$ cat config.mk
export PLATFORM = sky130hd
export DESIGN_NAME = trrs_queue
export DESIGN_NICKNAME = d
export VERILOG_FILES = /design/src/sv/trrs_pkg.sv /design/src/sv/trrs_queue.sv
export SDC_FILE = /design/constraint.sdc
export NUM_CORES = 1
export LEC_CHECK = 0
export BUFFER_PORTS_ARGS = -buffer_cell sky130_fd_sc_hd__buf_2
export CAP_MARGIN = 20
export CORE_MARGIN = 2
export CORE_UTILIZATION = 38
export DETAILED_ROUTE_END_ITERATION = 12
export MAX_ROUTING_LAYER = met4
export SETUP_SLACK_MARGIN = 0.02
export SYNTH_ARGS = -nofsm -noshare
export SYNTH_HDL_FRONTEND = slang
export SYNTH_SLANG_ARGS = --single-unit
$ cat constraint.sdc
create_clock -name clk -period 6.8 [get_ports clk]
set_input_delay 0 -clock clk [delete_from_list [all_inputs] [get_ports clk]]
set_output_delay 0 -clock clk [all_outputs]
set_load 0.05 [all_outputs]
$ cat src/sv/trrs_pkg.sv
// Shared types, constants and register codes for the timestamp rate rescaler.
package trrs_pkg;

  // Default timebase of the frame conversions, in ticks per second.
  localparam int unsigned TIME_SCALE_DEF = 1000000;

  // Field widths.
  localparam int CFG_W = 31;
  localparam int IDX_W = 2;
  localparam int VAL_W = 64;
  // Multiplier and divisor operands stay below 2^61 (31-bit register times a scale of 1e9).
  localparam int OPD_W = 61;
  localparam int DIV_STEPS = 64;

  // Conversion modes.
  typedef enum logic [1:0] {
    MODE_RESCALE = 2'd0,
    MODE_T2F     = 2'd1,
    MODE_F2T     = 2'd2
  } trrs_mode_t;

  // Configuration register indexes.
  localparam logic [IDX_W-1:0] REG_SCALE_FROM = 2'd0;
  localparam logic [IDX_W-1:0] REG_SCALE_TO   = 2'd1;
  localparam logic [IDX_W-1:0] REG_FPS_NUM    = 2'd2;
  localparam logic [IDX_W-1:0] REG_FPS_DEN    = 2'd3;

  // One classified item: the magnitude, its sign and the operands of the muldiv.
  typedef struct packed {
    logic              neg;
    logic [VAL_W-1:0]  mag;
    logic [OPD_W-1:0]  mul;
    logic [OPD_W-1:0]  div;
  } trrs_op_t;

endpackage

$ cat src/sv/trrs_queue.sv
// Two-entry queue that decouples the front end from the arithmetic back end.
module trrs_queue import trrs_pkg::*; (
  input  logic     clk,
  input  logic     rst,
  input  logic     wr_valid,
  output logic     wr_ready,
  input  trrs_op_t wr_op,
  output logic     rd_valid,
  input  logic     rd_ready,
  output trrs_op_t rd_op
);

  trrs_op_t   mem [2];
  logic       wr_ptr;
  logic       rd_ptr;
  logic [1:0] count;
  logic       push;
  logic       pop;

  assign wr_ready = (count != 2'd2);
  assign rd_valid = (count != 2'd0);
  assign push     = wr_valid && wr_ready;
  assign pop      = rd_valid && rd_ready;
  assign rd_op    = mem[rd_ptr];

  // Pointers and fill level.
  always_ff @(posedge clk) begin
    if (rst) begin
      wr_ptr <= 1'b0;
      rd_ptr <= 1'b0;
      count  <= 2'd0;
    end else begin
      if (push) wr_ptr <= !wr_ptr;
      if (pop)  rd_ptr <= !rd_ptr;
      case ({push, pop})
        2'b10:   count <= count + 2'd1;
        2'b01:   count <= count - 2'd1;
        default: ;
      endcase
    end
  end

  always_ff @(posedge clk) begin
    if (push) mem[wr_ptr] <= wr_op;
  end

endmodule

Word-level counts from Yosys, hierarchy flattened:

Memory sizes are Yosys's and may differ from the RTL's. A register that Yosys moved wholly into a read port is not among the register bits.
Index checks and enable logic that the tools add are counted.

* mux-type cells: 5
* reduce and logical (&&, ||, !) cells: 6
* equality and inequality tests: 3
* $add $sub $neg: 2

Operator list (count)
* 1-bit 2-to-1 mux: 4
* 2-bit one-hot mux with 2 select lines: 1
* 2-bit nonzero test: 2
* 2-bit by 1-bit adder with 2-bit output (second input constant): 1
* 2-bit by 1-bit equality test with 1-bit output (second input constant): 1
* 2-bit equality test (second input constant): 1
* 1-bit logical AND: 2
* 1-bit zero test: 2
* 2-bit inequality test (second input constant): 1
* 2-bit by 1-bit subtractor with 2-bit output (second input constant): 1

* bits in writable memories: 374
* bits in registers: 4
* logic and storage cells: 20
* output and inout port bits: 189
* memories: 1

Memories
* mem: words 2, width 187, read ports 1, clocked after Yosys merged registers in 1, wr ports 1, line trrs_queue.sv:13 `trrs_op_t mem [2];`

Logic depth before layout (Yosys ltp):

Gate-level depths: netlist of the first run.

* depth in word-level cells: 4
* gate-level depth with buffers: 6
* depth with buffers taken out: 6

Worst setup path before layout of the first run:

Ideal clock, no wire load.

* path kind: register -> register
* start: register count[0]
* end: memory mem[1][0] (netlist name), enable pin
* buffers on the path: 0
* path slack: 888 ps
* cell stages (with the launch flop): 3
* library setup time: 571 ps
* arrival: 5341 ps
* path through: dfxtp_1 -> nand2b_1 -> and3_1

* cells in the longest elaborated chain, start to end: 4

RTL lines
* start: declaration: line trrs_queue.sv:16 `logic [1:0] count;`
* start signal: assignment: line trrs_queue.sv:36 `2'b10: count <= count + 2'd1;`
* start signal: assignment: line trrs_queue.sv:37 `2'b01: count <= count - 2'd1;`
* 2-bit inequality test: line trrs_queue.sv:20 `assign wr_ready = (count != 2'd2);`
* via wr_ready: line trrs_queue.sv:6 `output logic wr_ready,`
* 1-bit logical AND: line trrs_queue.sv:22 `assign push = wr_valid && wr_ready;`
* 1-bit 2-to-1 mux: line trrs_queue.sv:44 `if (push) mem[wr_ptr] <= wr_op;`
* 1-bit 2-to-1 mux (not written as such): line trrs_queue.sv:44
* end: declaration: line trrs_queue.sv:13

The timed path passes the listed nets, and every way through them passes these cells.

==> metrics, run 1 <==
worst-margin pin slew 1.00 ns; crit start category flip-flop; largest net degree at the start of global routing 101; Hold Vio Cnt, Final 0; input/output buffers 379; total routed wirelength 29.5 mm; number of nets with antenna violations after routing 0; Yosys top cell by area edfxtp_1; register bit count reported by yosys 379; TritonCTS clock tree yes; core area 35700 µm²; CTS Buffer Depth 3; leakage power 7.19 nW; Syn Nets 798; RSZ-0062 raised after global routing no; Die Ht 195 µm; final setup fails 0; drc violations 0; hold crit path type input port to flip-flop; Initial DRC Count 308; final worst path period need 3.09 ns; clock latency on the worst-skew pair 0.54 ns; most frequent cell after synthesis edfxtp_1; Area Overhead vs Synth 39.2%; cell count after synthesis 606; CTS Buf Count 40; Core Util, Final 53.9%; Ports 380; DR pass1 iterations 4; top post-synthesis cells by count edfxtp_1 (374), mux2_2 (177), buf_6 (15); setup_tns 0 ns; H-tree levels 2; GRT Overall Usage 16.0%; post-synthesis cell type count 21; Final nets 1395; Crit Path Max Fanout 69; DR vias/cell 4.60; CTS clk-pin slew, worst paths 0.06 ns; chip width 195 µm; clock root cell clkbuf_16; worst-case vdd ir drop 0.281 mV; ys async rst share 0%; worst path arrival time 3.09 ns; Slew HR 33.1%; GR Layer Usage met2 26.3%; number of synthesized flops with an enable pin 374; Area contributors post-synth edfxtp_1 (81%), mux2_2 (14%), buf_6 (1.2%); status finished, final reports clean; number of global-route vias before repair 8316; syn avg cell area 22.8 µm²; PD cells 413 nW/µm²; share of cells above drive strength 1 50.7%; fin crit share 45.5%; area of the multi-input gates 2270 µm²; Max Cap Viol 0; Setup Fix Bufs, Post-CTS 0; ys flop type edfxtp_1; first-pass GRT wire length 45.3 mm; initial core utilization 38.7%; met1 GRT Util 18.4%; # rows 69; TritonCTS Sinks 379; register area 11300 µm²; GRT Max-Usage Layer met2; CP endpoint kind output port; WL per Instance 17.4 µm; Max Clk Rate 323 MHz; antenna violations before repair 1; Post-DP HPWL 18.0 mm; post-synthesis sequential area ratio 82.1%; CP required 6.80 ns; Setup Skew 0.0181 ns; Worst Setup Path Type flip-flop to output port; grt met3 use 4.18%; Final Slew Violations 0; Post-Syn Area 13800 µm²; Yosys top cell area share 81.4%; routed via count 7781; grt ovf 0; RePlAce Congestion 0.712; Ys Warns 0; Die ar. 37800 µm²; Layout fillers 2861
[area by class of cell]
type | count | area share [%]
clock buffer | 55 | 5.62
sequential | 379 | 59.0
clock inverter | 13 | 0.443
tap | 461 | 3.00
antenna | 1 | 0.0130
timing repair buffer | 576 | 20.1
inverter | 1 | 0.0456
multi-input combinational | 205 | 11.8
[through the flow]
stage	area (µm²)	worst slack (ns)	total power, mW	hold slack [ns]	instances
floorplan	13800	0.888	5.40	0.0691	606
detailed placement	16100	3.85	5.95	0.191	1431
finish	19200	3.71	7.93	0.179	1691
global route	19200	3.46	8.23	0.165	1691
CTS	19200	3.56	8.03	0.137	1690
global placement	16100	3.86	5.93	0.187	1431
[kinds of logic after synthesis]
family / after synthesis / share of synthesized area (%)
DFF: 379 / 82.1
AOI/OAI and AO/OA: 5 / 0.236
buffers and inverters: 22 / 1.47
muxes: 187 / 15.5
and+or+nand+nor: 9 / 0.345
adders and majority gates: 1 / 0.0907
xor gates and xnor gates: 3 / 0.190
[sequential cells by signal, summed over array words and instances (netlist names), named ones only]
| register | flops |
|---|---|
| rd_ptr | 1 |
| count | 2 |
| mem | 374 |
| wr_ptr | 1 |
[repair_timing]
item                                    in CTS  in global routing
hold endpoints to repair                   379                  0
endpoints found under the setup margin       0                  0
resized for setup                            0                  0
hold buffers                               191                  0
[path summary, 6_finish.rpt]
| check | from | endpoint | slack [ns] | cells past startpoint |
|---|---|---|---|---|
| setup / recovery | flip-flop | rd_op[133] | 3.71 | 3 |
| hold / removal | wr_op[9] | mem[0][9] | 0.18 | 2 |
| setup reg to reg | count[0] | mem[0][42] | 3.88 | 4 |
| hold reg to reg | rd_ptr | rd_ptr | 0.52 | 2 |
[where the power goes]
group	leakage (nW)	internal (mW)	switching, mW	total (mW)
Clock	0.557	1.14	0.826	1.97
Sequential	3.54	2.95	0.130	3.08
Combinational	3.09	0.822	2.06	2.88
Total	7.19	4.91	3.02	7.93
[critical path: stages (launching register included)]
cell	delay (ns)
dfxtp_4	1.00
buf_4	0.86
mux2_2	0.43
buf_2	0.22
[placed cells by master (no fill, tap or decap)]
master           n
buf_2          379
edfxtp_1       374
dlygate4sd3_1  191
mux2_2         177
clkbuf_16       41
clkbuf_1        14
mux2_4          10
clkinv_1         8
buf_4            6
dfxtp_1          4
nor2_1           3
xnor2_1          2
a21oi_1          2
clkinv_2         2
clkinvlp_4       2
diode_2          1
o21a_1           1
or2_2            1
nand2b_1         1
nand2_1          1
and3_4           1
nand3b_1         1
inv_6            1
xor2_1           1
a21bo_2          1
o21ai_0          1
or3_1            1
ha_1             1
dfxtp_4          1
bufinv_16        1
[metal layers]
metal	wire, µm	share of wire [%]
met5	0	0
met3	1920	6.5
met1	11900	40
met2	14800	50
met4	916	3.1
Power figures use the tool's default switching activity.
==> run 2: changes to the inputs <==
--- a/config.mk
+++ b/config.mk
@@ -5,6 +5,7 @@
 export SDC_FILE = /design/constraint.sdc
 export NUM_CORES = 1
 export LEC_CHECK = 0
+export ABC_AREA = 1
 export BUFFER_PORTS_ARGS = -buffer_cell sky130_fd_sc_hd__buf_2
 export CAP_MARGIN = 20
 export CORE_MARGIN = 2
==> constraint.sdc (replaced) <==
create_clock -name clk -period 3.1 [get_ports clk]
set_input_delay 0 -clock clk [delete_from_list [all_inputs] [get_ports clk]]
set_output_delay 0 -clock clk [all_outputs]
set_load 0.05 [all_outputs]
==> run 2 against run 1 <==
Net effect:
- global-route usage fell by 0.40 points
- synthesized cell count rose by 2.3%
- worst hold slack got worse by 0.011 ns
- die area rose by 3.4%
- sequential share of layout area fell by 2.4 points
- non-clock buffer count rose by 3
- cell area rose by 4.2%
- critical endpoint is now rd_op[18]
- largest cell class unchanged
- largest power group unchanged
==> metrics, run 2 <==
grt ovf 0; initial core utilization 38.8%; core area 36800 µm²; Area Overhead vs Synth 40.3%; Layout fillers 2872; worst path arrival time 2.03 ns; Setup Skew 0.0169 ns; Ports 380; hold crit path type input port to flip-flop; RSZ-0062 raised after global routing no; Final Slew Violations 0; setup_tns 0 ns; Yosys top cell area share 78.7%; Max Clk Rate 493 MHz; most frequent cell after synthesis edfxtp_1; Syn Nets 812; DR pass1 iterations 5; status finished, final reports clean; Die ar. 39100 µm²; most frequent cells in the layout buf_2 (379), edfxtp_1 (374), dlygate4sd3_1 (190); Worst Setup Path Type flip-flop to output port; CTS Buf Count 41; crit start category flip-flop; largest net degree at the start of global routing 75; TritonCTS clock tree yes; worst-case vdd ir drop 0.558 mV; GRT Overall Usage 15.6%; final worst path period need 2.03 ns; ys flop type edfxtp_1; fin crit share 65.4%; TritonCTS Sinks 379; CTS Buffer Depth 3; RePlAce Congestion 0.721; number of synthesized flops with an enable pin 374; Ys Warns 0; Final nets 1413; Area contributors post-synth edfxtp_1 (79%), mux2_4 (14%), mux2_2 (4.5%); post-synthesis sequential area ratio 79.4%; Initial DRC Count 264; Crit Path Max Fanout 74; clock latency on the worst-skew pair 0.55 ns; Final Hold Slack 0.167 ns; share of cells above drive strength 1 51.2%; top post-synthesis cells by count edfxtp_1 (374), mux2_4 (130), mux2_2 (57); syn avg cell area 23.0 µm²; Top reg by flops mem; Post-Syn Area 14300 µm²; DR vias/cell 4.55; commonest non-fill, non-tap cell in the layout buf_2; total routed wirelength 30.6 mm; Post-DP HPWL 18.9 mm; first-pass GRT wire length 45.1 mm; leakage power 7.78 nW; Die Ht 198 µm; number of global-route vias before repair 8371; number of flip-flops in the largest register 374; # rows 70; clock root cell clkbuf_16; CP endpoint kind output port; post-synthesis cell type count 13; Hold Vio Cnt, Final 0; Max Cap Viol 0; chip width 198 µm; CP required 3.10 ns; ys async rst share 0%; number of nets with antenna violations after routing 0; cts repair resizes 0; Slew HR 54.3%; register bit count reported by yosys 379; CTS clk-pin slew, worst paths 0.06 ns; worst-margin pin slew 0.684 ns; antenna violations before repair 6; PD cells 786 nW/µm²; final setup fails 0; Yosys top cell by area edfxtp_1; WL per Instance 17.7 µm; input/output buffers 379; routed via count 7833; Top Registers mem x374, count x2; cell count after synthesis 620; drc violations 0; H-tree levels 2
[run 2: cell types whose count changed after synthesis, sizes merged, moves of 2 or more]
cell	delta
inv	+7
nand2	+7
nor2	+7
o21ai	+2
xnor2	-2
[run 2: final timing paths]
kind / end / slack (ns) / depth (start not counted) / from
worst max register to register: mem[1][62] / 1.15 / 5 / count[0]
worst max-delay path: rd_op[18] / 1.07 / 3 / flip-flop
worst min-delay path: mem[0][4] / 0.17 / 2 / wr_op[4]
worst min register to register: rd_ptr / 0.51 / 2 / rd_ptr
[run 2: what timing repair did]
| action | CTS | global route |
|---|---|---|
| hold buffers | 190 | 0 |
| hold endpoints to repair | 406 | 0 |
| buffers inserted | 0 | 0 |
[run 2: cell type report]
| type | count | area [µm²] | area share [%] |
|---|---|---|---|
| well taps | 468 | 586 | 2.93 |
| clock buffers | 50 | 1100 | 5.51 |
| flip-flops and latches | 379 | 11300 | 56.6 |
| multi-input cells | 212 | 2750 | 13.8 |
| inverters | 8 | 32.5 | 0.163 |
| clock inverters | 20 | 205 | 1.03 |
| diodes | 6 | 15.0 | 0.0750 |
| repair buffers | 579 | 3990 | 19.9 |
[run 2: layer usage]
layer / wire length, µm / up-vias / track usage (%)
met5: 0 / - / -
met4: 979 / 0 / 7.13
met3: 2400 / 67 / 4.77
met2: 14700 / 294 / 24.7
met1: 12500 / 3798 / 18.2
li1: - / 3674 / -
[run 2: report_power, final]
part | switching [mW] | internal [mW] | leakage, nW
Combinational | 3.11 | 1.48 | 3.60
Clock | 1.89 | 2.85 | 0.638
Sequential | 0.129 | 6.27 | 3.54
Total | 5.12 | 10.6 | 7.78
[run 2: per-stage QoR]
step	util [%]	setup WS, ns	std cells	instance area, µm²	total power, mW
5_1_grt	54.4	0.994	1722	20000	16.3
3_3_place_gp	45.6	1.19	1456	16800	10.9
4_1_cts	54.4	1.02	1716	20000	15.9
6_report	54.4	1.07	1722	20000	15.7
2_1_floorplan	-	-0.690	620	14300	10.1
3_5_place_dp	45.6	1.14	1456	16800	10.9
[run 2: cells by family (layout without fill, tap and decap cells)]
family          after synthesis  after routing  share of synthesized area (%)
flops                       379            379                           79.4
mux                         187            187                           18.2
compound gates                5              5                          0.175
simple gates                 19             19                          0.517
other cells                   0              6                              0
buf+inv                      29            657                           1.65
fa+ha+maj                     1              1                         0.0877
[run 2: worst max-delay path: stages (launching register included)]
cell and delay (ns):
dfxtp_4 0.39, buf_12 0.37, mux2_2 0.41, buf_2 0.23
