**src/sv/trrs_pkg.sv**
```systemverilog
// Shared types, constants and register codes for the timestamp rate rescaler.
package trrs_pkg;

  // Default timebase of the frame conversions, in ticks per second.
  localparam int unsigned TIME_SCALE_DEF = 1000000;

  // Field widths.
  localparam int CFG_W = 31;
  localparam int IDX_W = 2;
  localparam int VAL_W = 64;
  // Multiplier and divisor operands stay below 2^61 (31-bit register times a scale of 1e9).
  localparam int OPD_W = 61;
  localparam int DIV_STEPS = 64;

  // Conversion modes.
  typedef enum logic [1:0] {
    MODE_RESCALE = 2'd0,
    MODE_T2F     = 2'd1,
    MODE_F2T     = 2'd2
  } trrs_mode_t;

  // Configuration register indexes.
  localparam logic [IDX_W-1:0] REG_SCALE_FROM = 2'd0;
  localparam logic [IDX_W-1:0] REG_SCALE_TO   = 2'd1;
  localparam logic [IDX_W-1:0] REG_FPS_NUM    = 2'd2;
  localparam logic [IDX_W-1:0] REG_FPS_DEN    = 2'd3;

  // One classified item: the magnitude, its sign and the operands of the muldiv.
  typedef struct packed {
    logic              neg;
    logic [VAL_W-1:0]  mag;
    logic [OPD_W-1:0]  mul;
    logic [OPD_W-1:0]  div;
  } trrs_op_t;

endpackage

```
**src/sv/trrs_front.sv**
```systemverilog
// Front end: configuration registers, item intake and operand selection.
module trrs_front import trrs_pkg::*; #(
  parameter int unsigned TIME_SCALE = TIME_SCALE_DEF
) (
  input  logic                    clk,
  input  logic                    rst,
  input  logic                    cfg_wen,
  input  logic [IDX_W-1:0]        cfg_index,
  input  logic [CFG_W-1:0]        cfg_data,
  input  logic                    in_valid,
  output logic                    in_ready,
  input  logic [1:0]              mode,
  input  logic signed [VAL_W-1:0] value,
  output logic                    op_valid,
  input  logic                    op_ready,
  output trrs_op_t                op
);

  logic [CFG_W-1:0] scale_from;
  logic [CFG_W-1:0] scale_to;
  logic [CFG_W-1:0] fps_num;
  logic [OPD_W-1:0] den_ts;
  logic             f_valid;
  trrs_op_t         f_op;
  trrs_op_t         f_op_next;

  // Configuration registers; the frame rate denominator is kept only as its product
  // with the time scale.
  always_ff @(posedge clk) begin
    if (rst) begin
      scale_from <= CFG_W'(1000000);
      scale_to   <= CFG_W'(1000000);
      fps_num    <= CFG_W'(25);
      den_ts     <= OPD_W'(TIME_SCALE);
    end else if (cfg_wen) begin
      case (cfg_index)
        REG_SCALE_FROM: scale_from <= cfg_data;
        REG_SCALE_TO:   scale_to   <= cfg_data;
        REG_FPS_NUM:    fps_num    <= cfg_data;
        REG_FPS_DEN:    den_ts     <= OPD_W'(64'(cfg_data) * 64'(TIME_SCALE));
        default:        ;
      endcase
    end
  end

  // Classify the item. Equal scales pass through as a multiply and divide by one,
  // a zero divisor counts as one and the unused mode multiplies by zero.
  always_comb begin
    f_op_next.neg = value[VAL_W-1];
    f_op_next.mag = value[VAL_W-1] ? (VAL_W'(0) - VAL_W'(value)) : VAL_W'(value);
    f_op_next.mul = '0;
    f_op_next.div = OPD_W'(1);
    case (mode)
      MODE_RESCALE: begin
        if (scale_from != scale_to) begin
          f_op_next.mul = OPD_W'(scale_to);
          if (scale_from != '0) f_op_next.div = OPD_W'(scale_from);
        end else begin
          f_op_next.mul = OPD_W'(1);
        end
      end
      MODE_T2F: begin
        f_op_next.mul = OPD_W'(fps_num);
        if (den_ts != '0) f_op_next.div = den_ts;
      end
      MODE_F2T: begin
        f_op_next.mul = den_ts;
        if (fps_num != '0) f_op_next.div = OPD_W'(fps_num);
      end
      default: ;
    endcase
  end

  assign in_ready = !f_valid || op_ready;

  // Output register of the front end.
  always_ff @(posedge clk) begin
    if (rst) begin
      f_valid <= 1'b0;
    end else if (in_ready) begin
      f_valid <= in_valid;
    end
  end

  always_ff @(posedge clk) begin
    if (in_ready && in_valid) begin
      f_op <= f_op_next;
    end
  end

  assign op_valid = f_valid;
  assign op       = f_op;

endmodule

```
**config.mk**
```make
export PLATFORM = sky130hd
export DESIGN_NAME = trrs_front
export DESIGN_NICKNAME = d
export VERILOG_FILES = /design/src/sv/trrs_pkg.sv /design/src/sv/trrs_front.sv
export SDC_FILE = /design/constraint.sdc
export NUM_CORES = 1
export LEC_CHECK = 0
export ABC_AREA = 0
export CAP_MARGIN = 15
export CORE_UTILIZATION = 38
export DETAILED_ROUTE_END_ITERATION = 6
export DONT_BUFFER_PORTS = 1
export HOLD_SLACK_MARGIN = 0.12
export MAX_ROUTING_LAYER = met4
export PLACE_DENSITY = 0.58
export SLEW_MARGIN = 20
export SYNTH_ARGS = -nofsm -noshare
export SYNTH_HDL_FRONTEND = slang
export SYNTH_SLANG_ARGS = --single-unit
```
**constraint.sdc**
```tcl
create_clock -name clk -period 13 [get_ports clk]
set_input_delay 2.6 -clock clk [delete_from_list [all_inputs] [get_ports clk]]
set_output_delay 2.6 -clock clk [all_outputs]
set_load 0.01 [all_outputs]
```
# Word level (Yosys, flattened, before mapping)
# Index checks and enable logic that the tools add are counted.
[op_classes]
reduce_logical = 12
mux = 7
n_mul = 1
add_sub_neg = 1
n_eq_ne = 6
[ops]
columns = ["operator", "n"]
rows = [
  ["112-bit case mux with 3 select lines", 1],
  ["31-bit two-way mux", 3],
  ["1-bit by 64-bit subtractor with 64-bit output (first input constant)", 1],
  ["63-bit two-way mux", 1],
  ["31-bit nonzero test", 2],
  ["61-bit two-way mux", 1],
  ["61-bit nonzero test", 1],
  ["51-bit two-way mux", 1],
  ["31-bit by 14-bit multiplier with 45-bit output (second input constant)", 1],
  ["31-bit inequality test", 1],
  ["2-bit AND reduction", 4],
  ["2-bit == test (second input constant)", 3],
  ["2-bit by 1-bit == test with 1-bit output (second input constant)", 2],
  ["2-bit logical NOT", 2],
  ["1-bit logical AND", 1],
  ["1-bit logical NOT", 1],
  ["1-bit logical OR", 1],
]
[totals]
input_bits = 104
wordCells = 37
regBits = 326
output_inout_bits = 189

# Longest topological paths before layout
# Gate-level depths: netlist of the first run.
[logic_depth]
word_depth = 4
mapped_depth = 20
mapped_depth_nobuf = 19

# Worst setup path after synthesis of the first run
# OpenSTA, ideal clock, no wires.
[synth_path]
kind = "input port to flip-flop"
from = "in cfg_data[3]"
to = "reg den_ts[41]"
arrival_ns = 7.843
setup_ns = 0.120
t_required_ns = 12.880
setup_slack_ns = 5.038
path_stages = 20
n_path_buf = 1
path_cell_list = "inv_1 -> fa_1 -> inv_1 -> fa_1 -> fa_1 -> fa_1 -> ha_1 -> inv_1 -> fa_1 -> inv_1 -> ha_1 -> clkbuf_1 -> a211oi_1 -> o21ai_0 -> o2111ai_1 -> or4b_1 -> a41o_1 -> a31oi_1 -> nor2_1 -> a211o_1"
[synth_via]
elab_chain_len = 1
[synth_lines]
columns = ["item", "line_no", "source"]
rows = [
  ["from (decl)", "trrs_front.sv:9", "input logic [CFG_W-1:0] cfg_data,"],
  ["31-bit by 14-bit multiplier with 45-bit output", "trrs_front.sv:40", "REG_FPS_DEN: den_ts <= OPD_W'(64'(cfg_data) * 64'(TIME_SCALE));"],
  ["to (signal assigned)", "trrs_front.sv:34", "den_ts <= OPD_W'(TIME_SCALE);"],
  ["to (signal assigned)", "trrs_front.sv:40", ""],
  ["to (decl)", "trrs_front.sv:22", "logic [OPD_W-1:0] den_ts;"],
]
# No other way between the ends.
# A chain may end at the register's enable or synchronous reset.

# Final worst setup path of the first run
# Same ends and word-level chain as after synthesis.

==> impl_metrics.yaml, run 1 <==
status:
  status: "completed"
logic_synthesis:
  yosysWarnings: 0
  avgSynthCellArea_um2: 9.89
  synth_commonest_cells: "nand2_1, inv_1, edfxtp_1, ha_1, a21oi_1"
  synth_top_area_share_pct: 24.7
  synthesis.area_um2: 20300
  yosysSeqAreaShare_pct: 38.4
  synth_edf_count: 167
  synthArstFlopShare_pct: 0
  ys.flop_type: "edfxtp_1"
  yosysUniqueCellTypes: 79
  yosys-top-cells-area: "edfxtp_1, dfxtp_1, fa_1"
  synth_most_common_cell: "nand2_1"
  syn_inst: 2056
  synth_top_area_cell: "edfxtp_1"
  ys_ff_latch: 306
worst_setup_path:
  worstSetupPathType: "input port to register"
  endpoint: "den_ts[41]$_SDFFE_PP0P_"
  max_stage_delay_ns: 0.58
  cp_data_required_time_ns: 13.41
  r2r_slack_ns: 9.95
  cp-end-kind: "register"
  critPathMostFrequentCell: "fa_1"
  start_kind: "input port"
  cp_max_fo: 8
  crit_arrival_ns: 8.19
  r2r_end: "op[79]$_DFFE_PP_"
  crit_family: "adder cells"
  worstRegToRegCells: 7
  cp_num_cells: 19
  reg2reg_from: "scale_to[5]$_SDFFE_PP0P_"
  critPathSlowestCell: "or4b_1"
  critPathBufInv: 4
  crit_start: "cfg_data[3]"
  worstPathCellList: "inv_1, fa_1, inv_1, fa_1, fa_1, fa_1, ha_1, inv_1, fa_1, inv_1, ha_1, a211oi_1, o21ai_0, o2111ai_1, or4b_1, a41o_1, a31oi_1, nor2_1, a211o_1"
global_route:
  grt.met1_usage_pct: 30.7
  overflow: 0
  grt_antenna_before_repair: 0
  met2_usage_pct: 35.3
  grt_max_degree: 103
  grt_pass1_vias: 14800
  grt_pass1_wl_um: 91500
  grt_use_met3_pct: 4.10
  grt_usage_pct: 22.8
  grt_most_used_layer: "met2"
cells_and_area:
  diodes: 0
  regArea_um2: 7800
  multi_input_area_um2: 11400
  layout.nets: 2390
  fill_cells: 5028
  design_area_um2: 22000
  utilization_pct: 41.7
  area_growth_pct: 8.04
  layout-drive-gt1-share_pct: 4.68
floorplan:
  die_w_um: 233
  ioPinCount: 293
  core_area_um2: 52700
  rows: 84
  die-height_um: 233
  dieArea_um2: 54400
  initial_core_util_pct: 38.6
route:
  wl_per_cell_um: 22.5
  drt_wl_total_um: 61100
  routed-via-count: 15300
  drc: 0
  ant_nets: 0
  dr.first_iter.drc_count: 1231
  firstDrtPassIters: 5
  via_per_inst: 5.62
timing:
  hold_ws_ns: 0.483
  postLayoutSetupSlackWorst_ns: 5.22
  maxSlewViolCount: 0
  final-hold-violation-count: 0
  fin_crit_ns: 7.78
  relSlewSlack_pct: 31.4
  setup-violations-final: 0
  setup_tns_ns: 0
  finClkSkew_ns: 0.0252
  worst_slew_pin_slew_ns: 1.03
  max_freq_mhz: 128
  rsz0062_at_grt: "no"
  period_share_pct: 59.9
placed_design:
  gp_congestion: 0.910
  place_hpwl_um: 47200
  dp_slack_ns: 4.69
  io_buffers: 0
  placed_cell_area_um2: 20900
clock_tree:
  cts_post_setup_buffers_inserted: 0
  cts_tree: "done"
  cts-root-buf: "clkbuf_16"
  postCtsHoldBufs: 0
  cts_buffers: 34
  h-tree-depth: 2
  clk_pin_slew_ns: 0.06
  cts_resized: 0
  clk_path_buf_depth: 3
  worstSkewPairLatency_ns: 0.53
  cts_sinks: 306
min_path:
  min_from: "scale_to[23]$_SDFFE_PP0P_"
  hold_class: "register to register"
pwr:
  ir_drop_mv: 0.197
  leakage_nw: 8.78
  power.density_nw_per_um2: 247
job:
  drv_cap: 0
-- worst min-delay path: stages (launching register included) --
cell     delay, ns
dfxtp_1       0.33
nand2_1       0.06
a21oi_1       0.05
-- how the worst min path moves through the flow --
stage                                endpoint  slack [ns]  cells after the start
floorplan             den_ts[34]$_SDFFE_PP0P_        0.45                      2
global placement    scale_to[22]$_SDFFE_PP0P_        0.47                      2
detailed placement  scale_to[23]$_SDFFE_PP0P_        0.47                      2
CTS                 scale_to[23]$_SDFFE_PP0P_        0.48                      2
global route         scale_to[2]$_SDFFE_PP0P_        0.50                      2
finish              scale_to[23]$_SDFFE_PP0P_        0.48                      2
-- layout by cell type (no fill, tap or decap), drive strengths merged, types with 6 or more instances in the layout --
cell    count
nand2     329
inv       190
edfxtp    167
ha        151
a21oi     141
dfxtp     139
fa        130
o21ai     103
xnor2     101
a22oi      57
and2       47
clkbuf     42
nor2       38
nor4       33
nand3      29
o211ai     27
a21o       25
nand4      24
o31ai      23
xor2       20
conb       20
nor3       16
or3        14
o41ai      12
buf        11
a31oi      10
and3       10
a211oi     10
clkinv     10
nor2b       9
or4         9
o21a        8
nand2b      6
or2         6
-- per-stage QoR --
stage               power [W]  instances
finish                0.00543       2717
global route          0.00587       2717
CTS                   0.00542       2717
detailed placement    0.00443       2657
global placement      0.00443       2657
floorplan             0.00358       2075
-- kinds of logic (layout without fill, tap and decap cells) --
logic type,Yosys count,after routing,share of synthesized area (%)
multiplexers,1,1,0.0492
flip-flops,306,306,38.4
XOR/XNOR,121,121,5.21
adder cells (fa/ha/maj),281,281,22.1
AO/OA/AOI/OAI,457,457,14.5
other,1,20,0.0184
AND/OR/NAND/NOR,584,584,13.7
buffers and inverters,305,259,6.07
-- final cells by class --
type	count	area share, %
Multi-Input combinational cell	1464	51.9
Sequential cell	306	35.5
Clock buffer	42	4.11
Tap cell	688	3.92
Inverter	188	3.21
Clock inverter	18	0.940
Timing Repair Buffer	11	0.376
-- sequential cells by signal, indices dropped and copies added, names as in the netlist --
register    flops
scale_to       31
fps_num        31
den_ts         45
op_valid        1
scale_from     31
op            167
-- power breakdown --
part	switching [W]	internal, W	total [W]
registers	0.000106	0.00112	0.00123
logic	0.00201	0.00122	0.00323
clock network	0.000398	0.000576	0.000975
total	0.00251	0.00292	0.00543
-- routing by layer --
| metal | vias up | part of all wire, % | routed length, um |
|---|---|---|---|
| met4 | 0 | 1.9 | 1180 |
| met2 | 642 | 46 | 28100 |
| met1 | 7522 | 44 | 26900 |
| met3 | 83 | 8.1 | 4980 |
| met5 | - | 0 | 0 |
| li1 | 7027 | - | - |
(Power assumes the default switching activity.)
==> run 2: changes to the inputs <==
--- a/config.mk
+++ b/config.mk
@@ -12,7 +12,7 @@
 export DONT_BUFFER_PORTS = 1
 export HOLD_SLACK_MARGIN = 0.12
 export MAX_ROUTING_LAYER = met4
-export PLACE_DENSITY = 0.58
+export PLACE_DENSITY = 0.6
 export SLEW_MARGIN = 20
 export SYNTH_ARGS = -nofsm -noshare
 export SYNTH_HDL_FRONTEND = slang
==> constraint.sdc (replaced) <==
create_clock -name clk -period 6.9 [get_ports clk]
set_input_delay 1.38 -clock clk [delete_from_list [all_inputs] [get_ports clk]]
set_output_delay 1.38 -clock clk [all_outputs]
set_load 0.01 [all_outputs]
==> impl_metrics.yaml, run 2 (synthesis results as in run 1) <==
placed_design:
  gp_congestion: 0.919
  place_hpwl_um: 46900
  dp_slack_ns: -0.0114
  io_buffers: 0
  placed_cell_area_um2: 21200
timing:
  maxSlewViolCount: 0
  worst_slew_pin_slew_ns: 1.08
  period_share_pct: 92.9
  fin_crit_ns: 6.41
  hold_ws_ns: 0.478
  setup-violations-final: 0
  max_freq_mhz: 156
  rsz0062_at_grt: "no"
  finClkSkew_ns: 0.0222
  relSlewSlack_pct: 27.8
  final-hold-violation-count: 0
  postLayoutSetupSlackWorst_ns: 0.489
  setup_tns_ns: 0
cells_and_area:
  design_area_um2: 22400
  layout.nets: 2434
  largest_register_ffs: 167
  final_common_cell: "nand2_1"
  diodes: 0
  layout-drive-gt1-share_pct: 6.84
  area_growth_pct: 10.2
  utilization_pct: 42.5
  mostFrequentLayoutCells: "nand2_1, inv_1, edfxtp_1, ha_1, a21oi_1"
worst_setup_path:
  critPathMostFrequentCell: "fa_1"
  worstPathCellList: "inv_1, fa_1, inv_1, fa_1, fa_1, fa_1, ha_1, inv_1, fa_1, inv_1, ha_1, nand3_1, nor2_1, nand3_1, o31ai_2, a41oi_1, buf_4, o31ai_1, a21oi_1, a211oi_1"
  cp-end-kind: "register"
  worstSetupPathType: "input port to register"
  reg2reg_from: "scale_from[5]$_SDFFE_PP0P_"
  cp_max_fo: 7
  cp_data_required_time_ns: 7.33
  crit_arrival_ns: 6.84
  worstRegToRegCells: 7
  r2r_end: "op[21]$_DFFE_PP_"
  critPathSlowestCell: "fa_1"
  r2r_slack_ns: 3.81
  max_stage_delay_ns: 0.58
  start_kind: "input port"
route:
  via_per_inst: 5.55
  drt_wl_total_um: 60100
  ant_nets: 0
  routed-via-count: 15300
  drc: 0
  wl_per_cell_um: 21.8
  firstDrtPassIters: 6
  dr.first_iter.drc_count: 1148
floorplan:
  ioPinCount: 293
  initial_core_util_pct: 38.6
  core_area_um2: 52700
  rows: 84
  die-height_um: 233
  dieArea_um2: 54400
  die_w_um: 233
global_route:
  grt.met1_usage_pct: 29.6
  grt_max_degree: 168
  grt_antenna_before_repair: 0
  grt_pass1_vias: 15000
  grt_pass1_wl_um: 91100
  grt_most_used_layer: "met2"
  met2_usage_pct: 36.3
  grt_usage_pct: 22.5
  grt_use_met3_pct: 3.76
  overflow: 0
min_path:
  hold_end: "scale_to[22]$_SDFFE_PP0P_"
  hold_class: "register to register"
  min_from: "scale_to[22]$_SDFFE_PP0P_"
  holdPathStages: 2
clock_tree:
  cts_post_setup_buffers_inserted: 0
  cts_buffers: 34
  postCtsHoldBufs: 0
  clk_pin_slew_ns: 0.06
  clk_path_buf_depth: 3
  cts-root-buf: "clkbuf_16"
  cts_tree: "done"
  worstSkewPairLatency_ns: 0.53
  h-tree-depth: 2
  cts_resized: 0
  cts_sinks: 306
pwr:
  leakage_nw: 9.04
  ir_drop_mv: 0.362
  power.density_nw_per_um2: 491
job:
  drv_cap: 0
status:
  status: "completed"
==> run 2: cell count changes in the layout (fill, tap and decap cells not counted), moves of 2 or more <==
cell / previous run / this run
buf_4: 11 / 54
clkbuf_1: 7 / 3
clkbuf_16: 35 / 38
clkbuf_8: 0 / 3
clkinv_1: 4 / 7
clkinv_2: 5 / 3
clkinv_4: 1 / 3
inv_6: 3 / 0
==> run 2: layout make-up <==
cell class / count / area (um2)
clock inverters: 18 / 198
well taps: 688 / 861
multi-input cells: 1464 / 11400
inverters: 188 / 706
clock buffers: 44 / 1000
flip-flops and latches: 306 / 7800
repair buffers: 55 / 425
fillers: 5025 / 30300
==> run 2: worst max path at each step <==
stage / from / endpoint / cells past startpoint
after floorplan: cfg_data[3] / den_ts[41]$_SDFFE_PP0P_ / 20
after global placement: cfg_data[13] / den_ts[47]$_SDFFE_PP0P_ / 19
after detailed placement: cfg_data[3] / den_ts[41]$_SDFFE_PP0P_ / 19
after CTS: cfg_data[12] / den_ts[47]$_SDFFE_PP0P_ / 19
after global routing: cfg_data[3] / den_ts[50]$_SDFFE_PP0P_ / 20
final: cfg_data[3] / den_ts[50]$_SDFFE_PP0P_ / 20
==> run 2: report_power, final <==
part / switching (W) / total [W] / internal [W]
registers: 0.000199 / 0.00231 / 0.00211
logic: 0.00388 / 0.00674 / 0.00286
clock network: 0.000755 / 0.00194 / 0.00118
total: 0.00484 / 0.0110 / 0.00615
==> run 2: critical path, delay by kind of cell <==
family | cells | cell delay (ns)
fa+ha+maj | 7 | 3.18
compound gates | 5 | 1.36
simple gates | 3 | 0.49
buf+inv | 5 | 0.44
==> run 2: through the flow <==
step	instances	total power, W
6_report	2763	0.0110
5_1_grt	2763	0.0119
4_1_cts	2763	0.0110
3_3_place_gp	2701	0.00902
2_1_floorplan	2075	0.00675
3_5_place_dp	2701	0.00900
==> run 2: layer usage <==
metal | vias up | wire length [um]
li1 | 7112 | -
met1 | 7546 | 26000
met2 | 605 | 28500
met3 | 63 | 4610
met4 | 0 | 941
met5 | - | 0
